$ cat src/rtl/hamenc_pkg.sv
// Shared types and the SECDED(16,11) encode function of the byte stream encoder.
// Used by the front, the group queue and the back; depends on nothing else.
`default_nettype none

package hamenc_pkg;

   localparam int unsigned GroupBits = 11;
   localparam int unsigned WordBits  = 16;

   // One data group on its way from the front to the back.
   typedef struct packed {
      logic [GroupBits-1:0] group;
      logic                 last;
   } hamenc_grp_type;

   // Maps an 11-bit group to a 16-bit extended Hamming codeword.
   // Code position p is codeword bit 15-p.
   function automatic logic [WordBits-1:0] hamenc_encode(logic [GroupBits-1:0] grp);
      logic [WordBits-1:0] pos;
      logic [WordBits-1:0] word;
      pos      = '0;
      pos[3]   = grp[10];
      pos[5]   = grp[9];
      pos[6]   = grp[8];
      pos[7]   = grp[7];
      pos[9]   = grp[6];
      pos[10]  = grp[5];
      pos[11]  = grp[4];
      pos[12]  = grp[3];
      pos[13]  = grp[2];
      pos[14]  = grp[1];
      pos[15]  = grp[0];
      pos[1]   = pos[3] ^ pos[5] ^ pos[7] ^ pos[9] ^ pos[11] ^ pos[13] ^ pos[15];
      pos[2]   = pos[3] ^ pos[6] ^ pos[7] ^ pos[10] ^ pos[11] ^ pos[14] ^ pos[15];
      pos[4]   = pos[5] ^ pos[6] ^ pos[7] ^ pos[12] ^ pos[13] ^ pos[14] ^ pos[15];
      pos[8]   = pos[9] ^ pos[10] ^ pos[11] ^ pos[12] ^ pos[13] ^ pos[14] ^ pos[15];
      pos[0]   = ^pos[WordBits-1:1];
      for (int p = 0; p < WordBits; p++) begin
         word[WordBits-1-p] = pos[p];
      end
      return word;
   endfunction

endpackage

`default_nettype wire

$ cat src/rtl/hamenc_req_if.sv
// Input channel of the encoder: one stream byte per word with valid/ready.
// Stand-alone interface; no dependencies.
`default_nettype none

interface hamenc_req_if;
   logic       valid;
   logic       ready;
   logic [7:0] data_byte;
   logic       last_byte;

   modport source (output valid, output data_byte, output last_byte, input ready);
   modport sink   (input valid, input data_byte, input last_byte, output ready);
endinterface

`default_nettype wire

$ cat src/rtl/hamenc_rsp_if.sv
// Result channel of the encoder: one 16-bit codeword per word with valid/ready.
// Stand-alone interface; no dependencies.
`default_nettype none

interface hamenc_rsp_if;
   logic        valid;
   logic        ready;
   logic [15:0] codeword;
   logic        last_word;

   modport source (output valid, output codeword, output last_word, input ready);
   modport sink   (input valid, input codeword, input last_word, output ready);
endinterface

`default_nettype wire

$ cat src/rtl/hamenc_front.sv
// Front of the encoder: packs bytes into 11-bit groups, pads on the last byte,
// and hands groups to the queue one per cycle while it has room. Depends on hamenc_pkg.
`default_nettype none

module hamenc_front
   import hamenc_pkg::*;
(
   input  wire logic           clock,
   input  wire logic           reset,
   input  wire logic           in_valid,
   output logic                in_ready,
   input  wire logic [7:0]     in_byte,
   input  wire logic           in_last,
   output logic                q_push,
   output hamenc_grp_type      q_data,
   input  wire logic           q_ready
);

   typedef struct packed {
      logic                 done;
      logic [GroupBits-1:0] group;
      logic [GroupBits-1:0] bits;
      logic [3:0]           cnt;
   } push_type;

   // Appends one byte to the pending bits; reports a completed group.
   function automatic push_type push_byte(logic [GroupBits-1:0] bits, logic [3:0] cnt,
                                          logic [7:0] b);
      logic [18:0] acc;
      logic [4:0]  n;
      logic [2:0]  sh;
      push_type    r;
      acc = {bits, b};
      n   = {1'b0, cnt} + 5'd8;
      if (n >= 5'(GroupBits)) begin
         sh      = 3'(n - 5'(GroupBits));
         r.done  = 1'b1;
         r.group = 11'(acc >> sh);
         r.bits  = 11'(acc & ((19'd1 << sh) - 19'd1));
         r.cnt   = 4'(n - 5'(GroupBits));
      end else begin
         r.done  = 1'b0;
         r.group = '0;
         r.bits  = acc[GroupBits-1:0];
         r.cnt   = n[3:0];
      end
      return r;
   endfunction

   logic [GroupBits-1:0] pend_bits_ff, pend_bits_in;
   logic [3:0]           pend_cnt_ff, pend_cnt_in;
   logic                 odd_ff, odd_in;
   hamenc_grp_type       slot_ff [3];
   hamenc_grp_type       slot_in [3];
   logic [2:0]           slot_vld_ff, slot_vld_in;

   push_type             p1, p2;
   logic                 odd_next;
   logic                 pad_vld, flush_vld;
   logic [GroupBits-1:0] flush_grp;
   hamenc_grp_type       ent [3];
   logic [2:0]           ent_vld;
   hamenc_grp_type       shifted [3];
   logic [2:0]           shifted_vld;
   logic                 accept;
   logic [1:0]           fill;

   always_comb begin
      odd_next  = ~odd_ff;
      p1        = push_byte(pend_bits_ff, pend_cnt_ff, in_byte);
      p2        = push_byte(p1.bits, p1.cnt, 8'h00);
      pad_vld   = in_last & odd_next & p2.done;
      if (in_last & odd_next) begin
         flush_vld = p2.cnt != 4'd0;
         flush_grp = 11'(p2.bits << (4'(GroupBits) - p2.cnt));
      end else begin
         flush_vld = in_last & (p1.cnt != 4'd0);
         flush_grp = 11'(p1.bits << (4'(GroupBits) - p1.cnt));
      end

      ent[0]     = '{group: p1.group, last: in_last & ~pad_vld & ~flush_vld};
      ent[1]     = '{group: p2.group, last: in_last & ~flush_vld};
      ent[2]     = '{group: flush_grp, last: in_last};
      ent_vld    = {flush_vld, pad_vld, p1.done};
   end

   // The head slot drains into the queue; a new byte is taken once the
   // slots are empty after this cycle's drain.
   assign q_push = slot_vld_ff[0] & q_ready;
   assign q_data = slot_ff[0];

   always_comb begin
      if (q_push) begin
         shifted[0]  = slot_ff[1];
         shifted[1]  = slot_ff[2];
         shifted[2]  = slot_ff[2];
         shifted_vld = {1'b0, slot_vld_ff[2:1]};
      end else begin
         shifted     = slot_ff;
         shifted_vld = slot_vld_ff;
      end
   end

   assign in_ready = ~shifted_vld[0];
   assign accept   = in_valid & in_ready;

   always_comb begin
      slot_in      = shifted;
      slot_vld_in  = shifted_vld;
      pend_bits_in = pend_bits_ff;
      pend_cnt_in  = pend_cnt_ff;
      odd_in       = odd_ff;
      fill         = 2'd0;
      if (accept) begin
         slot_vld_in = '0;
         for (int i = 0; i < 3; i++) begin
            if (ent_vld[i]) begin
               slot_in[fill]     = ent[i];
               slot_vld_in[fill] = 1'b1;
               fill              = fill + 2'd1;
            end
         end
         if (in_last) begin
            pend_bits_in = '0;
            pend_cnt_in  = '0;
            odd_in       = 1'b0;
         end else begin
            pend_bits_in = p1.bits;
            pend_cnt_in  = p1.cnt;
            odd_in       = odd_next;
         end
      end
   end

   always_ff @(posedge clock) begin
      if (reset) begin
         pend_bits_ff <= '0;
         pend_cnt_ff  <= '0;
         odd_ff       <= 1'b0;
         slot_vld_ff  <= '0;
      end else begin
         pend_bits_ff <= pend_bits_in;
         pend_cnt_ff  <= pend_cnt_in;
         odd_ff       <= odd_in;
         slot_vld_ff  <= slot_vld_in;
      end
      slot_ff <= slot_in;
   end

endmodule

`default_nettype wire

$ cat src/rtl/hamenc_fifo.sv
// Short group queue that decouples the encoder front from the back.
// Depends on hamenc_pkg for the entry type.
`default_nettype none

module hamenc_fifo
   import hamenc_pkg::*;
#(
   parameter int unsigned Depth = 4
) (
   input  wire logic      clock,
   input  wire logic      reset,
   input  wire logic      wr_en,
   input  hamenc_grp_type wr_data,
   output logic           wr_ready,
   output logic           rd_valid,
   output hamenc_grp_type rd_data,
   input  wire logic      rd_en
);

   localparam int unsigned IdxW = (Depth > 1) ? $clog2(Depth) : 1;
   localparam int unsigned CntW = $clog2(Depth + 1);

   hamenc_grp_type  mem_ff [Depth];
   logic [IdxW-1:0] wr_ptr_ff, wr_ptr_in;
   logic [IdxW-1:0] rd_ptr_ff, rd_ptr_in;
   logic [CntW-1:0] count_ff, count_in;
   logic            do_wr, do_rd;

   assign wr_ready = count_ff != CntW'(Depth);
   assign rd_valid = count_ff != '0;
   assign rd_data  = mem_ff[rd_ptr_ff];
   assign do_wr    = wr_en & wr_ready;
   assign do_rd    = rd_en & rd_valid;

   always_comb begin
      wr_ptr_in = wr_ptr_ff;
      rd_ptr_in = rd_ptr_ff;
      count_in  = count_ff;
      if (do_wr) begin
         wr_ptr_in = (wr_ptr_ff == IdxW'(Depth - 1)) ? '0 : wr_ptr_ff + IdxW'(1);
      end
      if (do_rd) begin
         rd_ptr_in = (rd_ptr_ff == IdxW'(Depth - 1)) ? '0 : rd_ptr_ff + IdxW'(1);
      end
      if (do_wr & ~do_rd) begin
         count_in = count_ff + CntW'(1);
      end else if (do_rd & ~do_wr) begin
         count_in = count_ff - CntW'(1);
      end
   end

   always_ff @(posedge clock) begin
      if (reset) begin
         wr_ptr_ff <= '0;
         rd_ptr_ff <= '0;
         count_ff  <= '0;
      end else begin
         wr_ptr_ff <= wr_ptr_in;
         rd_ptr_ff <= rd_ptr_in;
         count_ff  <= count_in;
      end
      if (do_wr) begin
         mem_ff[wr_ptr_ff] <= wr_data;
      end
   end

endmodule

`default_nettype wire

$ cat src/rtl/hamenc_back.sv
// Back of the encoder: takes groups from the queue, encodes them and holds
// the codeword in the output register. Depends on hamenc_pkg.
`default_nettype none

module hamenc_back
   import hamenc_pkg::*;
(
   input  wire logic          clock,
   input  wire logic          reset,
   input  wire logic          q_valid,
   input  hamenc_grp_type     q_data,
   output logic               q_pop,
   output logic               out_valid,
   input  wire logic          out_ready,
   output logic [WordBits-1:0] out_word,
   output logic               out_last
);

   logic                out_vld_ff, out_vld_in;
   logic [WordBits-1:0] word_ff;
   logic                last_ff;

   assign q_pop      = q_valid & (~out_vld_ff | out_ready);
   assign out_vld_in = q_pop | (out_vld_ff & ~out_ready);

   always_ff @(posedge clock) begin
      if (reset) begin
         out_vld_ff <= 1'b0;
      end else begin
         out_vld_ff <= out_vld_in;
      end
      if (q_pop) begin
         word_ff <= hamenc_encode(q_data.group);
         last_ff <= q_data.last;
      end
   end

   assign out_valid = out_vld_ff;
   assign out_word  = word_ff;
   assign out_last  = last_ff;

endmodule

`default_nettype wire

$ cat src/rtl/byte_stream_hamming_16_11_encoder_core.sv
// Byte stream to extended Hamming SECDED(16,11) encoder, top level.
// A group completed by a byte passes the front's slot registers, the queue and the output register.
// Throughput: one byte per cycle while the result side keeps up; a non-final byte completes at most one group.
// A final byte may yield up to three words; the front holds off new bytes until they have left its slots.
// Reset is synchronous and active high; it empties the queue and drops any partial group.
// Depends on hamenc_pkg, hamenc_req_if, hamenc_rsp_if, hamenc_front, hamenc_fifo, hamenc_back.
`default_nettype none

module byte_stream_hamming_16_11_encoder_core
   import hamenc_pkg::*;
#(
   // Number of groups the queue between front and back can hold.
   parameter int unsigned QueueDepth = 4
) (
   input  wire logic    clock,
   input  wire logic    reset,
   hamenc_req_if.sink   req_ch,
   hamenc_rsp_if.source rsp_ch
);

   // The front keeps the pending bits of the current stream and the byte
   // count parity. Each accepted byte is split into the groups it produces:
   // the group it completes, on a final byte the group completed by the zero
   // pad byte when the stream has an odd byte count, and the zero-padded
   // flush of the remaining bits. Those groups wait in a small slot stack
   // and move into the queue one per cycle while it has room.
   hamenc_grp_type front_data;
   logic           front_push;
   logic           queue_ready;

   // The queue lets the front keep taking bytes while the result side stalls.
   hamenc_grp_type queue_data;
   logic           queue_valid;
   logic           queue_pop;

   hamenc_front u_front (
      .clock    (clock),
      .reset    (reset),
      .in_valid (req_ch.valid),
      .in_ready (req_ch.ready),
      .in_byte  (req_ch.data_byte),
      .in_last  (req_ch.last_byte),
      .q_push   (front_push),
      .q_data   (front_data),
      .q_ready  (queue_ready)
   );

   hamenc_fifo #(
      .Depth (QueueDepth)
   ) u_fifo (
      .clock    (clock),
      .reset    (reset),
      .wr_en    (front_push),
      .wr_data  (front_data),
      .wr_ready (queue_ready),
      .rd_valid (queue_valid),
      .rd_data  (queue_data),
      .rd_en    (queue_pop)
   );

   // The back encodes one group per cycle, when the sink keeps up, straight into the output register,
   // so a finished word can wait for the sink while the next is in the queue.
   hamenc_back u_back (
      .clock     (clock),
      .reset     (reset),
      .q_valid   (queue_valid),
      .q_data    (queue_data),
      .q_pop     (queue_pop),
      .out_valid (rsp_ch.valid),
      .out_ready (rsp_ch.ready),
      .out_word  (rsp_ch.codeword),
      .out_last  (rsp_ch.last_word)
   );

endmodule

`default_nettype wire

$ cat src/flat_wrapper.sv
// flat-port wrapper written by rule: the top's interface ports become plain ports
module byte_stream_hamming_16_11_encoder_core_flat import hamenc_pkg::*;
#(
                                                                 
   parameter int unsigned QueueDepth = 4
)
  (clock, reset, req_ch_valid, req_ch_data_byte, req_ch_last_byte, req_ch_ready, rsp_ch_valid, rsp_ch_codeword, rsp_ch_last_word, rsp_ch_ready);
  hamenc_req_if req_ch_i ();
  hamenc_rsp_if rsp_ch_i ();
  input  wire logic clock;
  input  wire logic reset;
  input wire logic [$bits(req_ch_i.valid)-1:0] req_ch_valid;
  input wire logic [$bits(req_ch_i.data_byte)-1:0] req_ch_data_byte;
  input wire logic [$bits(req_ch_i.last_byte)-1:0] req_ch_last_byte;
  output wire logic [$bits(req_ch_i.ready)-1:0] req_ch_ready;
  output wire logic [$bits(rsp_ch_i.valid)-1:0] rsp_ch_valid;
  output wire logic [$bits(rsp_ch_i.codeword)-1:0] rsp_ch_codeword;
  output wire logic [$bits(rsp_ch_i.last_word)-1:0] rsp_ch_last_word;
  input wire logic [$bits(rsp_ch_i.ready)-1:0] rsp_ch_ready;
  assign req_ch_i.valid = req_ch_valid;
  assign req_ch_i.data_byte = req_ch_data_byte;
  assign req_ch_i.last_byte = req_ch_last_byte;
  assign req_ch_ready = req_ch_i.ready;
  assign rsp_ch_valid = rsp_ch_i.valid;
  assign rsp_ch_codeword = rsp_ch_i.codeword;
  assign rsp_ch_last_word = rsp_ch_i.last_word;
  assign rsp_ch_i.ready = rsp_ch_ready;
  byte_stream_hamming_16_11_encoder_core #(.QueueDepth(QueueDepth)) u_core (.clock(clock), .reset(reset), .req_ch(req_ch_i), .rsp_ch(rsp_ch_i));
endmodule
$ cat config.mk
export PLATFORM = sky130hd
export DESIGN_NAME = byte_stream_hamming_16_11_encoder_core_flat
export DESIGN_NICKNAME = d
export VERILOG_FILES = /design/src/rtl/hamenc_pkg.sv /design/src/rtl/hamenc_req_if.sv /design/src/rtl/hamenc_rsp_if.sv /design/src/rtl/hamenc_front.sv /design/src/rtl/hamenc_fifo.sv /design/src/rtl/hamenc_back.sv /design/src/rtl/byte_stream_hamming_16_11_encoder_core.sv /design/src/flat_wrapper.sv
export SDC_FILE = /design/constraint.sdc
export NUM_CORES = 1
export LEC_CHECK = 0
export BUFFER_PORTS_ARGS = -buffer_cell sky130_fd_sc_hd__clkbuf_2
export CAP_MARGIN = 10
export CORE_MARGIN = 2
export CORE_UTILIZATION = 50
export CTS_CLUSTER_SIZE = 14
export DETAILED_ROUTE_END_ITERATION = 8
export PLACE_DENSITY_LB_ADDON = 0.12
export SLEW_MARGIN = 20
export SYNTH_ARGS = -nofsm -noshare
export SYNTH_HDL_FRONTEND = slang
export SYNTH_SLANG_ARGS = --single-unit
$ cat constraint.sdc
create_clock -name clock -period 7.26 [get_ports clock]
set_clock_uncertainty 0.15 [all_clocks]
set_input_delay 0.726 -clock clock [delete_from_list [all_inputs] [get_ports clock]]
set_output_delay 0.726 -clock clock [all_outputs]
set_load 0.05 [all_outputs]
==> Word level (Yosys, flattened, before mapping) <==
Memories as Yosys holds them, arrays and structs flattened. A register that Yosys moved wholly into a read port is not among the register bits.
Cells that the tools add are included.
{ "totals": {"mem_count": 1, "inputBits": 13, "output_inout_bits": 19, "ram_bits": 48, "wordCells": 157, "regBits": 80} }
{ "op_classes": {"add_sub_neg": 13, "shift": 6, "eq_ne": 3, "mux": 43, "n_bitwise": 54, "reduce_logical": 10, "magnitude_cmp": 10} }
{ "mem_list": {"columns": ["memory", "depth", "width", "rd", "rd_clocked_by_memory_dff", "wr", "line", "text"], "rows": [
  ["u_core.u_fifo.mem_ff", 4, 12, 1, 1, 1, "hamenc_fifo.sv:23", "hamenc_grp_type mem_ff [Depth];"]
]} }
{ "op_table": {"columns": ["cell", "n"], "rows": [
  ["36-bit two-way mux", 5],
  ["36-bit bitwise mux", 2],
  ["27-bit two-way mux", 2],
  ["12-bit demux with 2-bit select", 2],
  ["12-bit two-way mux", 4],
  ["19-bit by 3-bit right shift with 11-bit output", 2],
  ["1-bit bitwise XOR", 24],
  ["11-bit AND", 2],
  ["11-bit two-way mux", 2],
  ["1-bit by 3-bit left shift with 11-bit output, first input constant", 2],
  ["11-bit by 4-bit left shift with 11-bit output", 2],
  ["11-bit by 1-bit subtractor with 11-bit output, second input constant", 2],
  ["3-bit two-way mux", 7],
  ["15-bit XOR reduction", 1],
  ["1-bit AND", 14],
  ["2-bit two-way mux", 7],
  ["4-bit by 4-bit adder with 5-bit output, second input constant", 2],
  ["5-bit by 4-bit greater-or-equal comparator with 1-bit output, second input constant", 2],
  ["1-bit two-way mux", 9],
  ["1-bit inverter", 8],
  ["4-bit nonzero test", 2],
  ["4-bit subtractor, first input constant", 2],
  ["4-bit subtractor, second input constant", 2],
  ["2-bit by 1-bit adder with 2-bit output, second input constant", 3],
  ["other kinds (17)", 29]
]} }

==> Depth between registers and ports, before layout <==
{ "depth": {"ltp_word": 24, "mapped_depth": 21, "mapped_depth_nobuf": 18} }

==> Cells and area by module <==
Synthesis repeated with hierarchy kept, for this count alone.
{ "unflattened": {"hier_cells": 810, "hier_area_um2": 7936.4} }
{ "by_module_without_submodules": {"columns": ["mod", "seq_area_each_um2", "cells_each", "n_inst", "area_each_um2"], "rows": [
  ["hamenc_front", 1201.2, 660, 1, 4993.5],
  ["hamenc_fifo", 1621.6, 110, 1, 2207.1],
  ["hamenc_back", 530.5, 40, 1, 735.7]
]} }

==> Worst setup path before layout <==
OpenSTA, ideal clock, no wires.
{ "synth_timing": {"kind": "register to register", "startpoint": "register u_core.u_front.pend_cnt_ff[0]", "endpoint": "register u_core.u_front.slot_ff[0] (netlist bit), enable pin", "setup_time_ns": 0.295, "path_buffers": 6, "arrival_ns": 4.023, "stages_incl_launch_ff": 17, "required_ns": 6.815, "path_slack_ns": 2.793, "period_less_slack_ns": 4.467, "cell_sequence": "dfxtp_1 buf_2 inv_1 clkbuf_1 ha_1 buf_1 a22oi_1 inv_2 buf_2 ha_1 clkbuf_1 nand2_1 o311a_4 o311a_4 nand3_1 buf_2 inv_1"} }
{ "synth_via": {"elab_chain_len": 17, "elab_cells_between_ends": 38, "cone_classes": "5 x add/sub; 6 x order compare; 17 x mux; 6 x bitwise; 4 x reduce/logical"} }
{ "synth_rtl": {"columns": ["element", "line", "text"], "rows": [
  ["from (decl)", "hamenc_front.sv:51", "logic [3:0] pend_cnt_ff, pend_cnt_in;"],
  ["from (signal assigned)", "hamenc_front.sv:143", "pend_cnt_ff <= pend_cnt_in;"],
  ["4-bit by 4-bit adder with 5-bit output (*)", "hamenc_front.sv:34", "n = {1'b0, cnt} + 5'd8;"],
  ["4-bit subtractor or 5-bit by 4-bit greater-or-equal comparator with 1-bit output (tied branches)", "hamenc_front.sv:40, hamenc_front.sv:35", null],
  ["27-bit two-way mux (*)", "hamenc_front.sv:35", "if (n >= 5'(GroupBits)) begin"],
  ["4-bit by 4-bit adder with 5-bit output", "hamenc_front.sv:34", null],
  ["5-bit by 4-bit greater-or-equal comparator with 1-bit output", "hamenc_front.sv:35", null],
  ["27-bit two-way mux", "hamenc_front.sv:35", null],
  ["1-bit AND", "hamenc_front.sv:72", "pad_vld = in_last & odd_next & p2.done;"],
  ["2-bit two-way mux", "hamenc_front.sv:117", "if (ent_vld[i]) begin"],
  ["2-bit two-way mux", "hamenc_front.sv:114", "if (accept) begin"],
  ["2-bit inverter with 3-bit output (implied by the code)", "hamenc_front.sv:118", "slot_in[fill] = ent[i];"],
  ["3-bit greater-or-equal comparator (implied by the code) or 3-bit by 1-bit < comparator with 1-bit output (tied branches)", "hamenc_front.sv:118", null],
  ["1-bit logical AND (implied by the code)", "hamenc_front.sv:118", null],
  ["12-bit two-way mux (implied by the code)", "hamenc_front.sv:118", null],
  ["12-bit demux with 2-bit select", "hamenc_front.sv:118", null],
  ["36-bit bitwise mux", "hamenc_front.sv:118", null],
  ["36-bit two-way mux (*)", "hamenc_front.sv:117", null],
  ["36-bit two-way mux (*)", "hamenc_front.sv:114", null],
  ["to (signal assigned)", "hamenc_front.sv:147", "slot_ff <= slot_in;"],
  ["to (decl)", "hamenc_front.sv:53", "hamenc_grp_type slot_ff [3];"]
]} }
Every way passes the cells marked *; elsewhere a longest branch is shown, timed or not. The select of a mux whose other input is x is not followed.
A chain may end at the register's enable or synchronous reset.

==> Final worst setup path <==
{ "layout_timing": {"startpoint": "register u_core.u_front.pend_cnt_ff[0]", "endpoint": "register u_core.u_front.slot_ff[10] (netlist bit), enable pin"} }
{ "layout_via": {"elab_chain_len": 17, "elab_cells_between_ends": 48, "cone_classes": "9 x add/sub; 6 x order compare; 5 x shift; 18 x mux; 6 x bitwise; 4 x reduce/logical"} }
{ "layout_rtl": {"columns": ["element", "line"], "rows": [
  ["4-bit by 4-bit adder with 5-bit output (*)", "hamenc_front.sv:34"],
  ["4-bit subtractor or 5-bit by 4-bit greater-or-equal comparator with 1-bit output (tied branches)", "hamenc_front.sv:40, hamenc_front.sv:35"],
  ["27-bit two-way mux (*)", "hamenc_front.sv:35"],
  ["branches (longest 12 deep; another with 11-bit by 1-bit subtractor with 11-bit output)", null],
  ["36-bit two-way mux (*)", "hamenc_front.sv:117"],
  ["36-bit two-way mux (*)", "hamenc_front.sv:114"]
]} }
Mark *: on every way between the ends. The select of a mux whose other input is x is not followed.

==> flow_summary.yaml <==
outcome:
  status: "complete, no violations"
logic_synthesis:
  yosys_register_bits: 129
  synth_cell_types: 82
  syn_nets: 831
  synth_area_leader_cell: "edfxtp_1"
  synthFlopType: "edfxtp_1"
  synth_top_area_share_pct: 29.46
  synth_warnings: 0
  yosysMostFrequentCell: "edfxtp_1"
  syn_inst: 790
  seq_area_frac_synth_pct: 42.73
  synthTopCellsByCount: "edfxtp_1, nand2_1, nor2_1"
  synth.avg_cell_area_sq_um: 9.934
  async_flop_share_pct: 0
  netlist_top_cells_area: "edfxtp_1, dfxtp_1, mux2i_1"
  synth_edf_count: 77
  syn_area_sq_um: 7848
sta:
  hold_violations: 0
  max_slew_margin_pct: 22.65
  rsz0062_at_grt: "false"
  setup_viol: 0
  period_needed_ns: 5.430
  tightest_slew_ns: 1.148
  tns_ns: 0
  period_share_pct: 74.79
  fmax_mhz: 184.2
  slew_viol_final: 0
clock_tree:
  htree_levels: 4
  cts_buffers: 17
  cts_setup_buffers: 0
  root_buffer: "clkbuf_16"
  holdBufCountCts: 0
  cts_resized: 0
  clk_pin_slew_worst_paths_ns: 0.06
  cts_tree: "done"
  clock-sinks: 129
  clockBufferDepth: 2
  clock_latency_ns: 0.43
floorplan:
  die-area_sq_um: 16710
  rows: 45
  io_pins: 32
  die_h_microns: 129.3
  die_w_microns: 129.3
  core_area_sq_um: 15260
  initial_core_util_pct: 51.43
power_and_ir_drop:
  power_density_nw_per_um2: 362.3
  ir_worst_vdd_v: 0.0003045
  p_leak_nw: 3.189
layout:
  final_layout_size_suffix_gt1_share_pct: 15.25
  area_growth_pct: 11.08
  post-route-cell-area_sq_um: 8717
  num_antenna_cells: 0
  nets: 841
route:
  firstDrtPassIters: 7
  drc: 0
  vias_per_cell: 6.251
  avgRoutedWirePerCell_microns: 22.26
  finalWirelength_microns: 22800
  vias: 6401
  drtIter0Drc: 602
  postRouteAntennaNets: 0
setup_path:
  critical_path_class: "reg2reg"
  cp_cell_sequence: "buf_4, inv_1, ha_1, nand2b_1, mux2_4, clkinv_1, ha_1, inv_1, o32ai_1, a31oi_1, o31a_1, ha_1, nand2b_1, o311a_4, nand3_1, inv_1"
  critPathCaptureType: "flop"
  cp_top_family: "adder cells"
  path_depth: 16
  cp.required_ns: 7.21
  max_stage_delay_ns: 0.96
  cp_max_fo: 36
  worstSetupStartpointType: "flop"
  crit_arrival_ns: 5.38
  crit_slowest_cell: "ha_1"
  path_buf_inv: 5
  ff2ff_path_depth: 16
placement:
  place_area_sq_um: 8130
  dp.final_hpwl_microns: 16170
  io_buffers: 31
  routabilityCongestion: 0.9581
hold_path:
  holdPathStages: 2
  hold_class: "reg2reg"
grt:
  antenna_found_initial: 0
  grt_usage_pct: 28.16
  grt_pass1_wl_microns: 35070
  grt_max_degree: 46
  grt_overflow_total: 0
  grt_pass1_vias: 6243
flow_run:
  drv_cap: 0
-- registers in the layout, summed over array words and instances, names as in the netlist, 2 cells and up, named ones only --
register / flops
u_core.u_fifo.mem_ff: 48
u_core.u_back.out_word: 16
u_core.u_fifo.rd_ptr_ff: 2
u_core.u_fifo.wr_ptr_ff: 2
u_core.u_front.pend_cnt_ff: 4
u_core.u_front.pend_bits_ff: 10
u_core.u_front.q_data: 12
u_core.u_front.slot_vld_ff: 3
u_core.u_fifo.count_ff: 3
u_core.u_front.slot_ff: 24
-- layout by cell type, fill, tap and decap left out, types with 6 or more instances in the layout --
master and instances:
a211oi_1 7, a21oi_1 49, a22oi_1 9, a31oi_1 13
and2_1 13, buf_4 11, clkbuf_16 17, clkbuf_2 31
dfxtp_1 52, edfxtp_1 77, ha_1 27, inv_1 25
inv_6 6, mux2_2 10, mux2i_1 38, mux4_2 16
nand2_1 73, nand2b_1 10, nand3_1 14, nor2_1 71
nor3_1 23, o211ai_1 16, o21ai_0 32, o221ai_1 6
o22ai_1 15, o31ai_1 6, xnor2_1 18, xor2_1 11
-- stage by stage --
stage | power, W | worst slack (ns) | hold slack [ns] | utilization (%) | cells
after global routing | 0.003332 | 1.440 | 0.3513 | 57.13 | 1024
after floorplan | 0.002048 | 2.793 | 0.2981 | - | 790
after detailed placement | 0.002324 | 1.949 | 0.3250 | 53.28 | 992
final | 0.003158 | 1.830 | 0.3412 | 57.13 | 1024
after CTS | 0.003165 | 1.935 | 0.3336 | 57.08 | 1024
after global placement | 0.002288 | 2.117 | 0.3148 | 53.25 | 992
-- worst reg2reg max path: stages (launching register included) --
cell,delay [ns]
dfxtp_1,0.30
buf_4,0.33
inv_1,0.31
ha_1,0.96
nand2b_1,0.11
mux2_4,0.33
clkinv_1,0.20
ha_1,0.30
inv_1,0.14
o32ai_1,0.10
a31oi_1,0.28
o31a_1,0.19
ha_1,0.14
nand2b_1,0.06
o311a_4,0.43
nand3_1,0.41
inv_1,0.35
-- path summary, 6_finish.rpt --
path / start / endpoint / slack, ns
min reg2reg: u_core.u_front.slot_vld_ff[2] / u_core.u_front.slot_vld_ff[2] / 0.34
min: u_core.u_front.slot_vld_ff[2] / u_core.u_front.slot_vld_ff[2] / 0.34
max: u_core.u_front.pend_cnt_ff[0] / u_core.u_front.slot_ff[10] / 1.83
max reg2reg: u_core.u_front.pend_cnt_ff[0] / u_core.u_front.slot_ff[10] / 1.83
-- cell families after synthesis --
group / Yosys count / synth area share [%]
DFF: 129 / 42.73
buffers and inverters: 81 / 4.337
and+or+nand+nor: 239 / 14.49
adders and majority gates: 28 / 4.560
AOI/OAI and AO/OA: 219 / 19.58
xor gates and xnor gates: 29 / 3.237
muxes: 65 / 11.07
-- power breakdown --
group | switching, W | total, W | internal (W)
sequential | 0.000129 | 0.00115 | 0.00102
combinational | 0.000722 | 0.00117 | 0.000444
clock | 0.000333 | 0.000842 | 0.000509
total | 0.00118 | 0.00316 | 0.00197
-- per-layer routing --
layer  GRT usage, %  routed length [microns]  part of all wire (%)  up-vias
li1               -                        -                     -     2988
met3          6.152                     1665                   7.3       63
met4          14.51                      984                   4.3        0
met5              0                        0                     0        -
met1          34.66                     9367                    41     3057
met2          46.69                    10780                    47      293
-- layout make-up --
class                           count  area, sq um
Inverter                           30        112.6
Sequential cell                   129         3353
Clock inverter                     14        150.1
Tap cell                          211        264.0
Timing Repair Buffer               42        237.7
Fill cell                        1312         6541
Multi-Input combinational cell    580         4170
Clock buffer                       18        429.2
Power figures use the tool's default switching activity.
